$ cat src/bwt_pkg.sv
package bwt_pkg;

    // Configuration register indexes.
    localparam logic [1:0] CFG_READ_LIMIT  = 2'd0;
    localparam logic [1:0] CFG_WRITE_LIMIT = 2'd1;
    localparam logic [1:0] CFG_TICKS       = 2'd2;
    localparam logic [1:0] CFG_WINDOW_MS   = 2'd3;

    // Reset values of the configuration registers.
    localparam logic [47:0] RST_READ_LIMIT  = 48'd1048576;
    localparam logic [47:0] RST_WRITE_LIMIT = 48'd1048576;
    localparam logic [19:0] RST_TICKS       = 20'd100;
    localparam logic [15:0] RST_WINDOW_MS   = 16'd1000;

    // Milliseconds in one second; elapsed ticks are scaled by it for the window check.
    localparam logic [31:0] MS_PER_SECOND = 32'd1000;

    // Operand widths of the shared divider.
    localparam int DIV_NUM_W = 64;
    localparam int DIV_DEN_W = 32;
    localparam int DIV_CNT_W = 7;

    // Request to the shared divider: dividend is left aligned, nbits its significant bits.
    typedef struct packed {
        logic                 start;
        logic [DIV_NUM_W-1:0] dividend;
        logic [DIV_DEN_W-1:0] divisor;
        logic [DIV_CNT_W-1:0] nbits;
    } t_div_req;

    // Answer of the shared divider: done pulses for one cycle with the quotient.
    typedef struct packed {
        logic                 done;
        logic [DIV_NUM_W-1:0] quotient;
    } t_div_rsp;

endpackage

$ cat src/io_bandwidth_throttle.sv
// An accepted item passes the window product, the restart check, three divisions and the
// decision into the output register; the shared bit-serial divider produces
// 64 + 32 + 48 quotient bits, one per cycle, for the three divisions of an item.
// The input is stalled while an item is in work; a pending result waits in the output register.
// Reset is synchronous and active low; it restores the configuration defaults
// and clears all counters and the window.
module io_bandwidth_throttle (
    input  logic        i_clk,
    input  logic        i_rst_n,
    input  logic        i_cfg_valid,
    output logic        o_cfg_ready,
    input  logic [1:0]  i_cfg_index,
    input  logic [47:0] i_cfg_data,
    input  logic        i_in_valid,
    output logic        o_in_stall,
    input  logic        i_req_type,
    input  logic [31:0] i_req_size,
    input  logic [31:0] i_now_ticks,
    output logic        o_out_valid,
    input  logic        i_out_stall,
    output logic        o_status,
    output logic [63:0] o_window_bytes_now,
    output logic [63:0] o_read_bytes_sum,
    output logic [63:0] o_write_bytes_sum,
    output logic [31:0] o_read_throttle_hits,
    output logic [31:0] o_write_throttle_hits
);

    logic [47:0] r_read_limit;
    logic [47:0] r_write_limit;
    logic [19:0] r_ticks;
    logic [15:0] r_window_ms;

    bwt_pkg::t_div_req div_req;
    bwt_pkg::t_div_rsp div_rsp;

    // Configuration writes are always taken.
    assign o_cfg_ready = 1'b1;

    // Configuration registers.
    always_ff @(posedge i_clk) begin
        if (!i_rst_n) begin
            r_read_limit  <= bwt_pkg::RST_READ_LIMIT;
            r_write_limit <= bwt_pkg::RST_WRITE_LIMIT;
            r_ticks       <= bwt_pkg::RST_TICKS;
            r_window_ms   <= bwt_pkg::RST_WINDOW_MS;
        end else if (i_cfg_valid) begin
            case (i_cfg_index)
                bwt_pkg::CFG_READ_LIMIT:  r_read_limit  <= i_cfg_data;
                bwt_pkg::CFG_WRITE_LIMIT: r_write_limit <= i_cfg_data;
                bwt_pkg::CFG_TICKS:       r_ticks       <= i_cfg_data[19:0];
                bwt_pkg::CFG_WINDOW_MS:   r_window_ms   <= i_cfg_data[15:0];
                default: begin
                    r_ticks <= r_ticks;
                end
            endcase
        end
    end

    // Sequencer with the accounting state and result register.
    bwt_core u_core (
        .i_clk                 (i_clk),
        .i_rst_n               (i_rst_n),
        .i_read_limit          (r_read_limit),
        .i_write_limit         (r_write_limit),
        .i_ticks               (r_ticks),
        .i_window_ms           (r_window_ms),
        .i_in_valid            (i_in_valid),
        .o_in_stall            (o_in_stall),
        .i_req_type            (i_req_type),
        .i_req_size            (i_req_size),
        .i_now_ticks           (i_now_ticks),
        .o_out_valid           (o_out_valid),
        .i_out_stall           (i_out_stall),
        .o_status              (o_status),
        .o_window_bytes_now    (o_window_bytes_now),
        .o_read_bytes_sum      (o_read_bytes_sum),
        .o_write_bytes_sum     (o_write_bytes_sum),
        .o_read_throttle_hits  (o_read_throttle_hits),
        .o_write_throttle_hits (o_write_throttle_hits),
        .o_div_req             (div_req),
        .i_div_rsp             (div_rsp)
    );

    // Shared iterative divider.
    bwt_div u_div (
        .i_clk   (i_clk),
        .i_rst_n (i_rst_n),
        .i_req   (div_req),
        .o_rsp   (div_rsp)
    );

endmodule

$ cat src/bwt_div.sv
module bwt_div (
    input  logic             i_clk,
    input  logic             i_rst_n,
    input  bwt_pkg::t_div_req i_req,
    output bwt_pkg::t_div_rsp o_rsp
);

    logic                          r_busy;
    logic                          r_done;
    logic [bwt_pkg::DIV_CNT_W-1:0] r_cnt;
    logic [bwt_pkg::DIV_NUM_W-1:0] r_num;
    logic [bwt_pkg::DIV_NUM_W-1:0] r_quo;
    logic [bwt_pkg::DIV_DEN_W-1:0] r_rem;
    logic [bwt_pkg::DIV_DEN_W-1:0] r_den;

    logic [bwt_pkg::DIV_DEN_W:0]   shifted;
    logic [bwt_pkg::DIV_DEN_W+1:0] diff;
    logic                          fits;

    // One restoring step: bring down the next dividend bit and try to subtract.
    always_comb begin
        shifted = {r_rem, r_num[bwt_pkg::DIV_NUM_W-1]};
        diff    = {1'b0, shifted} - {2'b00, r_den};
        fits    = ~diff[bwt_pkg::DIV_DEN_W+1];
    end

    // Iteration registers, one quotient bit per cycle.
    always_ff @(posedge i_clk) begin
        if (!i_rst_n) begin
            r_busy <= 1'b0;
            r_done <= 1'b0;
            r_cnt  <= '0;
        end else begin
            r_done <= 1'b0;
            if (i_req.start) begin
                r_busy <= 1'b1;
                r_cnt  <= i_req.nbits;
                r_num  <= i_req.dividend;
                r_den  <= i_req.divisor;
                r_rem  <= '0;
                r_quo  <= '0;
            end else if (r_busy) begin
                r_rem <= fits ? diff[bwt_pkg::DIV_DEN_W-1:0] : shifted[bwt_pkg::DIV_DEN_W-1:0];
                r_quo <= {r_quo[bwt_pkg::DIV_NUM_W-2:0], fits};
                r_num <= {r_num[bwt_pkg::DIV_NUM_W-2:0], 1'b0};
                r_cnt <= r_cnt - 1'b1;
                if (r_cnt == bwt_pkg::DIV_CNT_W'(1)) begin
                    r_busy <= 1'b0;
                    r_done <= 1'b1;
                end
            end
        end
    end

    assign o_rsp.done     = r_done;
    assign o_rsp.quotient = r_quo;

`ifndef SYNTHESIS
    // The completion flag is a single-cycle pulse.
    a_done_pulse: assert property (@(posedge i_clk) disable iff (!i_rst_n)
        r_done |=> !r_done)
        else $error("divider done held for more than one cycle");

    // A new division is never started while one is running.
    a_start_idle: assert property (@(posedge i_clk) disable iff (!i_rst_n)
        i_req.start |-> !r_busy)
        else $error("divider started while busy");

    // The divisor of a running division is never zero.
    a_den_nonzero: assert property (@(posedge i_clk) disable iff (!i_rst_n)
        r_busy |-> (r_den != '0))
        else $error("divider running with a zero divisor");
`endif

endmodule

$ cat src/bwt_core.sv
module bwt_core (
    input  logic              i_clk,
    input  logic              i_rst_n,
    input  logic [47:0]       i_read_limit,
    input  logic [47:0]       i_write_limit,
    input  logic [19:0]       i_ticks,
    input  logic [15:0]       i_window_ms,
    input  logic              i_in_valid,
    output logic              o_in_stall,
    input  logic              i_req_type,
    input  logic [31:0]       i_req_size,
    input  logic [31:0]       i_now_ticks,
    output logic              o_out_valid,
    input  logic              i_out_stall,
    output logic              o_status,
    output logic [63:0]       o_window_bytes_now,
    output logic [63:0]       o_read_bytes_sum,
    output logic [63:0]       o_write_bytes_sum,
    output logic [31:0]       o_read_throttle_hits,
    output logic [31:0]       o_write_throttle_hits,
    output bwt_pkg::t_div_req o_div_req,
    input  bwt_pkg::t_div_rsp i_div_rsp
);

    typedef enum logic [2:0] {
        S_IDLE,
        S_MUL,
        S_GO,
        S_WAIT,
        S_RESTART,
        S_DECIDE
    } t_state;

    typedef enum logic [1:0] {
        OP_RATE,
        OP_REQ,
        OP_LIMIT
    } t_op;

    t_state r_state, n_state;
    t_op    r_op, n_op;

    // Latched request.
    logic        r_type, n_type;
    logic [31:0] r_size, n_size;
    logic [31:0] r_now, n_now;

    // Intermediate results.
    logic [35:0] r_prod, n_prod;
    logic [31:0] r_elapsed, n_elapsed;
    logic [63:0] r_rate, n_rate;
    logic [31:0] r_req_rate, n_req_rate;
    logic [47:0] r_limit, n_limit;

    // Accounting state.
    logic [31:0] r_window_start, n_window_start;
    logic [63:0] r_window_bytes, n_window_bytes;
    logic [63:0] r_read_total, n_read_total;
    logic [63:0] r_write_total, n_write_total;
    logic [31:0] r_read_hits, n_read_hits;
    logic [31:0] r_write_hits, n_write_hits;

    // Result register.
    logic        r_out_valid, n_out_valid;
    logic        r_status, n_status;
    logic [63:0] r_wb_out, n_wb_out;

    logic [19:0] tps_eff;
    logic [47:0] lim_bps;
    logic [31:0] elapsed0;
    logic [31:0] elapsed1;
    logic [41:0] elapsed_ms;
    logic [64:0] rate_sum;
    logic        throttled;
    logic        in_accept;
    logic        out_free;

    // A zero tick rate counts as one tick per second.
    assign tps_eff   = (i_ticks == '0) ? 20'd1 : i_ticks;
    assign lim_bps   = r_type ? i_write_limit : i_read_limit;
    assign elapsed0  = r_now - r_window_start;
    assign elapsed1  = (elapsed0 == '0) ? 32'd1 : elapsed0;
    // Elapsed ticks times 1000; the constant factor reduces to shifts and adds.
    assign elapsed_ms = {10'b0, elapsed0} * {10'b0, bwt_pkg::MS_PER_SECOND};
    assign rate_sum  = {1'b0, r_rate} + {33'b0, r_req_rate};
    assign throttled = rate_sum[64] || (rate_sum[63:0] > {16'b0, r_limit});
    assign in_accept = i_in_valid && (r_state == S_IDLE);
    assign out_free  = !r_out_valid || !i_out_stall;

    // Operands for the shared divider, chosen by the current operation.
    always_comb begin
        o_div_req.start    = (r_state == S_GO);
        o_div_req.dividend = '0;
        o_div_req.divisor  = bwt_pkg::MS_PER_SECOND;
        o_div_req.nbits    = '0;
        case (r_op)
            OP_RATE: begin
                o_div_req.dividend = r_window_bytes;
                o_div_req.divisor  = r_elapsed;
                o_div_req.nbits    = bwt_pkg::DIV_CNT_W'(64);
            end
            OP_REQ: begin
                o_div_req.dividend = {r_size, 32'b0};
                o_div_req.divisor  = r_elapsed;
                o_div_req.nbits    = bwt_pkg::DIV_CNT_W'(32);
            end
            OP_LIMIT: begin
                o_div_req.dividend = {lim_bps, 16'b0};
                o_div_req.divisor  = {12'b0, tps_eff};
                o_div_req.nbits    = bwt_pkg::DIV_CNT_W'(48);
            end
            default: begin
                o_div_req.nbits = '0;
            end
        endcase
    end

    // Sequencer: window product, restart check, then three divisions and the decision.
    always_comb begin
        n_state        = r_state;
        n_op           = r_op;
        n_type         = r_type;
        n_size         = r_size;
        n_now          = r_now;
        n_prod         = r_prod;
        n_elapsed      = r_elapsed;
        n_rate         = r_rate;
        n_req_rate     = r_req_rate;
        n_limit        = r_limit;
        n_window_start = r_window_start;
        n_window_bytes = r_window_bytes;
        n_read_total   = r_read_total;
        n_write_total  = r_write_total;
        n_read_hits    = r_read_hits;
        n_write_hits   = r_write_hits;
        n_status       = r_status;
        n_wb_out       = r_wb_out;
        n_out_valid    = (r_out_valid && !i_out_stall) ? 1'b0 : r_out_valid;

        case (r_state)
            S_IDLE: begin
                if (in_accept) begin
                    n_type  = i_req_type;
                    n_size  = i_req_size;
                    n_now   = i_now_ticks;
                    n_state = S_MUL;
                end
            end
            S_MUL: begin
                n_prod  = {16'b0, tps_eff} * {20'b0, i_window_ms};
                n_state = S_RESTART;
            end
            S_GO: begin
                n_state = S_WAIT;
            end
            S_WAIT: begin
                if (i_div_rsp.done) begin
                    case (r_op)
                        OP_RATE: begin
                            n_rate  = i_div_rsp.quotient;
                            n_op    = OP_REQ;
                            n_state = S_GO;
                        end
                        OP_REQ: begin
                            n_req_rate = i_div_rsp.quotient[31:0];
                            n_op       = OP_LIMIT;
                            n_state    = S_GO;
                        end
                        default: begin
                            n_limit = i_div_rsp.quotient[47:0];
                            n_state = S_DECIDE;
                        end
                    endcase
                end
            end
            S_RESTART: begin
                // Elapsed exceeds floor(ticks * window_ms / 1000) exactly when
                // 1000 * elapsed is above ticks * window_ms.
                // A restarted window has zero elapsed ticks, which counts as one.
                if ({6'b0, r_prod} < elapsed_ms) begin
                    n_window_bytes = '0;
                    n_window_start = r_now;
                    n_elapsed      = 32'd1;
                end else begin
                    n_elapsed = elapsed1;
                end
                n_op    = OP_RATE;
                n_state = S_GO;
            end
            S_DECIDE: begin
                if (out_free) begin
                    if (throttled) begin
                        if (r_type) begin
                            n_write_hits = r_write_hits + 32'd1;
                        end else begin
                            n_read_hits = r_read_hits + 32'd1;
                        end
                    end else begin
                        if (r_type) begin
                            n_write_total = r_write_total + {32'b0, r_size};
                        end else begin
                            n_read_total = r_read_total + {32'b0, r_size};
                        end
                        n_window_bytes = r_window_bytes + {32'b0, r_size};
                    end
                    n_status    = throttled;
                    n_wb_out    = throttled ? r_window_bytes
                                            : r_window_bytes + {32'b0, r_size};
                    n_out_valid = 1'b1;
                    n_state     = S_IDLE;
                end
            end
            default: begin
                n_state = S_IDLE;
            end
        endcase
    end

    // State and result registers.
    always_ff @(posedge i_clk) begin
        if (!i_rst_n) begin
            r_state        <= S_IDLE;
            r_op           <= OP_RATE;
            r_out_valid    <= 1'b0;
            r_window_start <= '0;
            r_window_bytes <= '0;
            r_read_total   <= '0;
            r_write_total  <= '0;
            r_read_hits    <= '0;
            r_write_hits   <= '0;
        end else begin
            r_state        <= n_state;
            r_op           <= n_op;
            r_out_valid    <= n_out_valid;
            r_window_start <= n_window_start;
            r_window_bytes <= n_window_bytes;
            r_read_total   <= n_read_total;
            r_write_total  <= n_write_total;
            r_read_hits    <= n_read_hits;
            r_write_hits   <= n_write_hits;
            r_type         <= n_type;
            r_size         <= n_size;
            r_now          <= n_now;
            r_prod         <= n_prod;
            r_elapsed      <= n_elapsed;
            r_rate         <= n_rate;
            r_req_rate     <= n_req_rate;
            r_limit        <= n_limit;
            r_status       <= n_status;
            r_wb_out       <= n_wb_out;
        end
    end

    assign o_in_stall            = (r_state != S_IDLE);
    assign o_out_valid           = r_out_valid;
    assign o_status              = r_status;
    assign o_window_bytes_now    = r_wb_out;
    assign o_read_bytes_sum      = r_read_total;
    assign o_write_bytes_sum     = r_write_total;
    assign o_read_throttle_hits  = r_read_hits;
    assign o_write_throttle_hits = r_write_hits;

`ifndef SYNTHESIS
    // An accepted item keeps the block busy in the next cycle.
    a_busy_after_accept: assert property (@(posedge i_clk) disable iff (!i_rst_n)
        in_accept |=> o_in_stall)
        else $error("input not stalled after an item was accepted");

    // Totals and hit counters move only when a decision is written out.
    a_counters_stable: assert property (@(posedge i_clk) disable iff (!i_rst_n)
        (r_state != S_DECIDE) |=> ($stable(r_read_total) && $stable(r_write_total)
            && $stable(r_read_hits) && $stable(r_write_hits)))
        else $error("counter changed outside the decision step");

    // The divisor used for the rate divisions is never zero.
    a_elapsed_nonzero: assert property (@(posedge i_clk) disable iff (!i_rst_n)
        ((r_state == S_WAIT) && ((r_op == OP_RATE) || (r_op == OP_REQ)))
            |-> (r_elapsed != '0))
        else $error("elapsed tick count is zero during a rate division");
`endif

endmodule

$ cat config.mk
export PLATFORM = sky130hd
export DESIGN_NAME = io_bandwidth_throttle
export DESIGN_NICKNAME = d
export VERILOG_FILES = /design/src/bwt_pkg.sv /design/src/io_bandwidth_throttle.sv /design/src/bwt_div.sv /design/src/bwt_core.sv
export SDC_FILE = /design/constraint.sdc
export NUM_CORES = 2
export LEC_CHECK = 0
export ABC_AREA = 1
export BUFFER_PORTS_ARGS = -buffer_cell sky130_fd_sc_hd__clkbuf_2
export CELL_PAD_IN_SITES_DETAIL_PLACEMENT = 0
export CELL_PAD_IN_SITES_GLOBAL_PLACEMENT = 1
export CORE_MARGIN = 5
export CORE_UTILIZATION = 25
export DETAILED_ROUTE_END_ITERATION = 8
export PLACE_DENSITY = 0.53
export SYNTH_ARGS = -nofsm -noshare
export SYNTH_HDL_FRONTEND = slang
export SYNTH_SLANG_ARGS = --single-unit
$ cat constraint.sdc
create_clock -name i_clk -period 14.59 [get_ports i_clk]
set_clock_uncertainty 0.05 [all_clocks]
set_input_delay 2.1885 -clock i_clk [delete_from_list [all_inputs] [get_ports i_clk]]
set_output_delay 2.1885 -clock i_clk [all_outputs]
set_load 0.02 [all_outputs]
==> run metrics <==
Routed Antenna Nets 0; Crit. End Element flip-flop; final hold viol count 0; PnR worst setup slack 4956 ps; DR vias 64,270; clock slew at reported path FFs 70 ps; First DRT Iteration DRCs 4,608; Post-synth EDFFs 531; Row Count 198; port bufs 378; register share of total power 0.131; Synth Net Count 10,470; Worst VDD drop 0.5535 mV; CP dominant cell by count inv_1; final core utilization 0.2865; Sw Share 0.5245; # clock sinks 966; maximum clock path buffer count 3; DRC 0; drt pass-1 iters 7; total track usage 0.1827; pin count of the biggest net entering global routing 100; Slew headroom 0.1770; CTS Buf Count 119; GR Overflow Total 0; period utilisation layout 0.6603; CTS resizes 0; Initial Util 0.2507; syn avg cell area 7.639 um^2; dominant cells by area after synthesis edfxtp_1 (22%), dfxtp_1 (12%), nand2_1 (11%); final worst path period need 9634 ps; vias in the first global route 64,420; Int Pwr 11.46 mW; Area Growth Syn to Fin 14.30%; critical path type reg2reg; unrepaired setup endpoints after global routing no; YS warnings 0; r2r worst-path depth 36; slew of the pin with the lowest slew margin 1232 ps; Synth area leader edfxtp_1; CP max-delay cell xor2_1; first-pass GRT wire length 422,800 um; Final TNS setup 0 ps; root buf cell clkbuf_16; Routed wire per std cell 20.55 um; CTS tree done; sequential area share after synthesis 0.3385; cells after synthesis 9,535; IO Pins 380; Synth Cell Area 72,840 um^2; Worst Path Arrival 10,260 ps; Max Fclk 0.1038 GHz; Worst Hold Depth 0; total wire length 283,600 um; max-slew violations 0; ratio of cells with drive above 1 in the final layout 0.07825; Die H 549.8 um; Seq cells post-synth 966; Setup Fix Bufs, Post-CTS 0; Clock H-tree levels 3; hold slack 370.9 ps; Cell variety after synth 59; Final Wtd Congestion 0.8973; combinational power share 0.732; placed wire-length estimate 220,300 um; startpoint type of the worst setup path flip-flop; width of the die 549.8 um; Primary FF master, synth edfxtp_1; Core ar. 290,600 um^2; Max Cap Violations 0; Max stage delay on crit path 960 ps; Setup violations, final 0; Final #Nets 10,720; Tot Pwr 24.11 mW; total die area 302,300 um^2; Worst Hold Class reg2reg; vias per inst 4.656; Pleak 36.96 nW; Post-synth ARST share 0; cell with the most instances after synthesis nand2_1; initial antenna violation count 37; power share of the clock group 0.137; P per Cell Area 289.6 nW/um^2; outcome finished clean; # hold bufs at CTS 0; Place WS 4945 ps; top-area cell type share of the netlist area 0.2189; net switching power 12.65 mW; Synth top cells by count nand2_1 (2,183), inv_1 (1,466), nor2_1 (972); CP max FO 33; Critical Path RT 15,220 ps; worst skew pair latency 810 ps
==> power groups by stage <==
stage,logic (mW),registers [mW],clock network (mW)
2_1_floorplan,12.9,3.16,0
3_3_place_gp,18.1,3.22,0
3_5_place_dp,17.9,3.22,0
4_1_cts,18.1,3.16,3.40
5_1_grt,20.6,3.17,3.50
6_report,17.7,3.16,3.29
==> critical path: cells and delay by family, from the launching register on <==
family,cells,cell delay [ps]
xor+xnor,1,960
fa+ha+maj,7,2610
buf+inv,7,960
flops,1,390
simple gates,14,2880
compound gates,7,1630
==> metal layers <==
layer | vias to the layer above | share of wire | routed length, um | track usage
met1 | 31210 | 0.47 | 133600 | 0.2555
met3 | 313 | 0.055 | 15710 | 0.03192
met5 | - | 0.00085 | 240 | 0
li1 | 31390 | - | - | -
met2 | 1326 | 0.45 | 127900 | 0.2944
met4 | 36 | 0.022 | 6129 | 0.03931
==> metrics by stage <==
stage | area [um^2] | cells
5_1_grt | 83240 | 13790
3_3_place_gp | 78910 | 13570
6_report | 83260 | 13800
4_1_cts | 83230 | 13790
3_5_place_dp | 78910 | 13570
2_1_floorplan | 72840 | 9535
==> final timing paths <==
check / to / slack (ps) / from
worst min register to register: u_core.r_rate[63]$_DFFE_PP_ / 370 / u_div.r_quo[63]$_SDFFCE_PP0P_
worst max-delay path: u_core.r_window_bytes[1]$_SDFFE_PN0P_ / 4960 / u_core.r_now[0]$_DFFE_PP_
worst min-delay path: u_core.r_rate[63]$_DFFE_PP_ / 370 / u_div.r_quo[63]$_SDFFCE_PP0P_
worst max register to register: u_core.r_window_bytes[1]$_SDFFE_PN0P_ / 4960 / u_core.r_now[0]$_DFFE_PP_
==> flip-flops by register name, indices dropped and copies added (netlist names), 64 cells and up <==
signal and cells:
u_core.r_window_bytes 64, u_core.o_window_bytes_now 64, u_core.o_write_bytes_sum 64, u_div.r_num 64
u_core.r_rate 64, u_core.o_read_bytes_sum 64, u_div.r_quo 64
==> cell usage in the layout, fill, tap and decap left out, drive strengths merged, types with 11 or more instances in the layout <==
cell,n
o22ai,28
inv,1492
fa,353
diode,11
bufinv,22
nand3b,16
nand4,185
o21bai,27
buf,77
o211ai,20
nor3,146
a21oi,737
o21a,22
clkinvlp,15
edfxtp,531
nor4,58
nand3,486
xnor2,101
o21ai,497
a31oi,39
clkinv,56
ha,462
a21boi,12
xor2,288
a21o,30
nand2,2197
dfxtp,435
clkbuf,513
nor2,997
==> cells by family after synthesis <==
family	count (synthesis)	synth area share
DFF	966	0.3385
AOI/OAI and AO/OA	1444	0.1057
other	1	0.00005148
xor gates and xnor gates	389	0.04729
and+or+nand+nor	4102	0.2357
buffers and inverters	1818	0.09636
adders and majority gates	815	0.1764
==> area by class of cell <==
class                           instances  area, um^2
Antenna cell                           11       27.53
Inverter                             1495        5622
Tap cell                             3900        4880
Fill cell                           31720      207300
Timing Repair Buffer                  454        2469
Multi-Input combinational cell       6751       41290
Clock inverter                         90        1209
Sequential cell                       966       24650
Clock buffer                          136        3113
No activity file was read; power rests on OpenSTA's default activity.
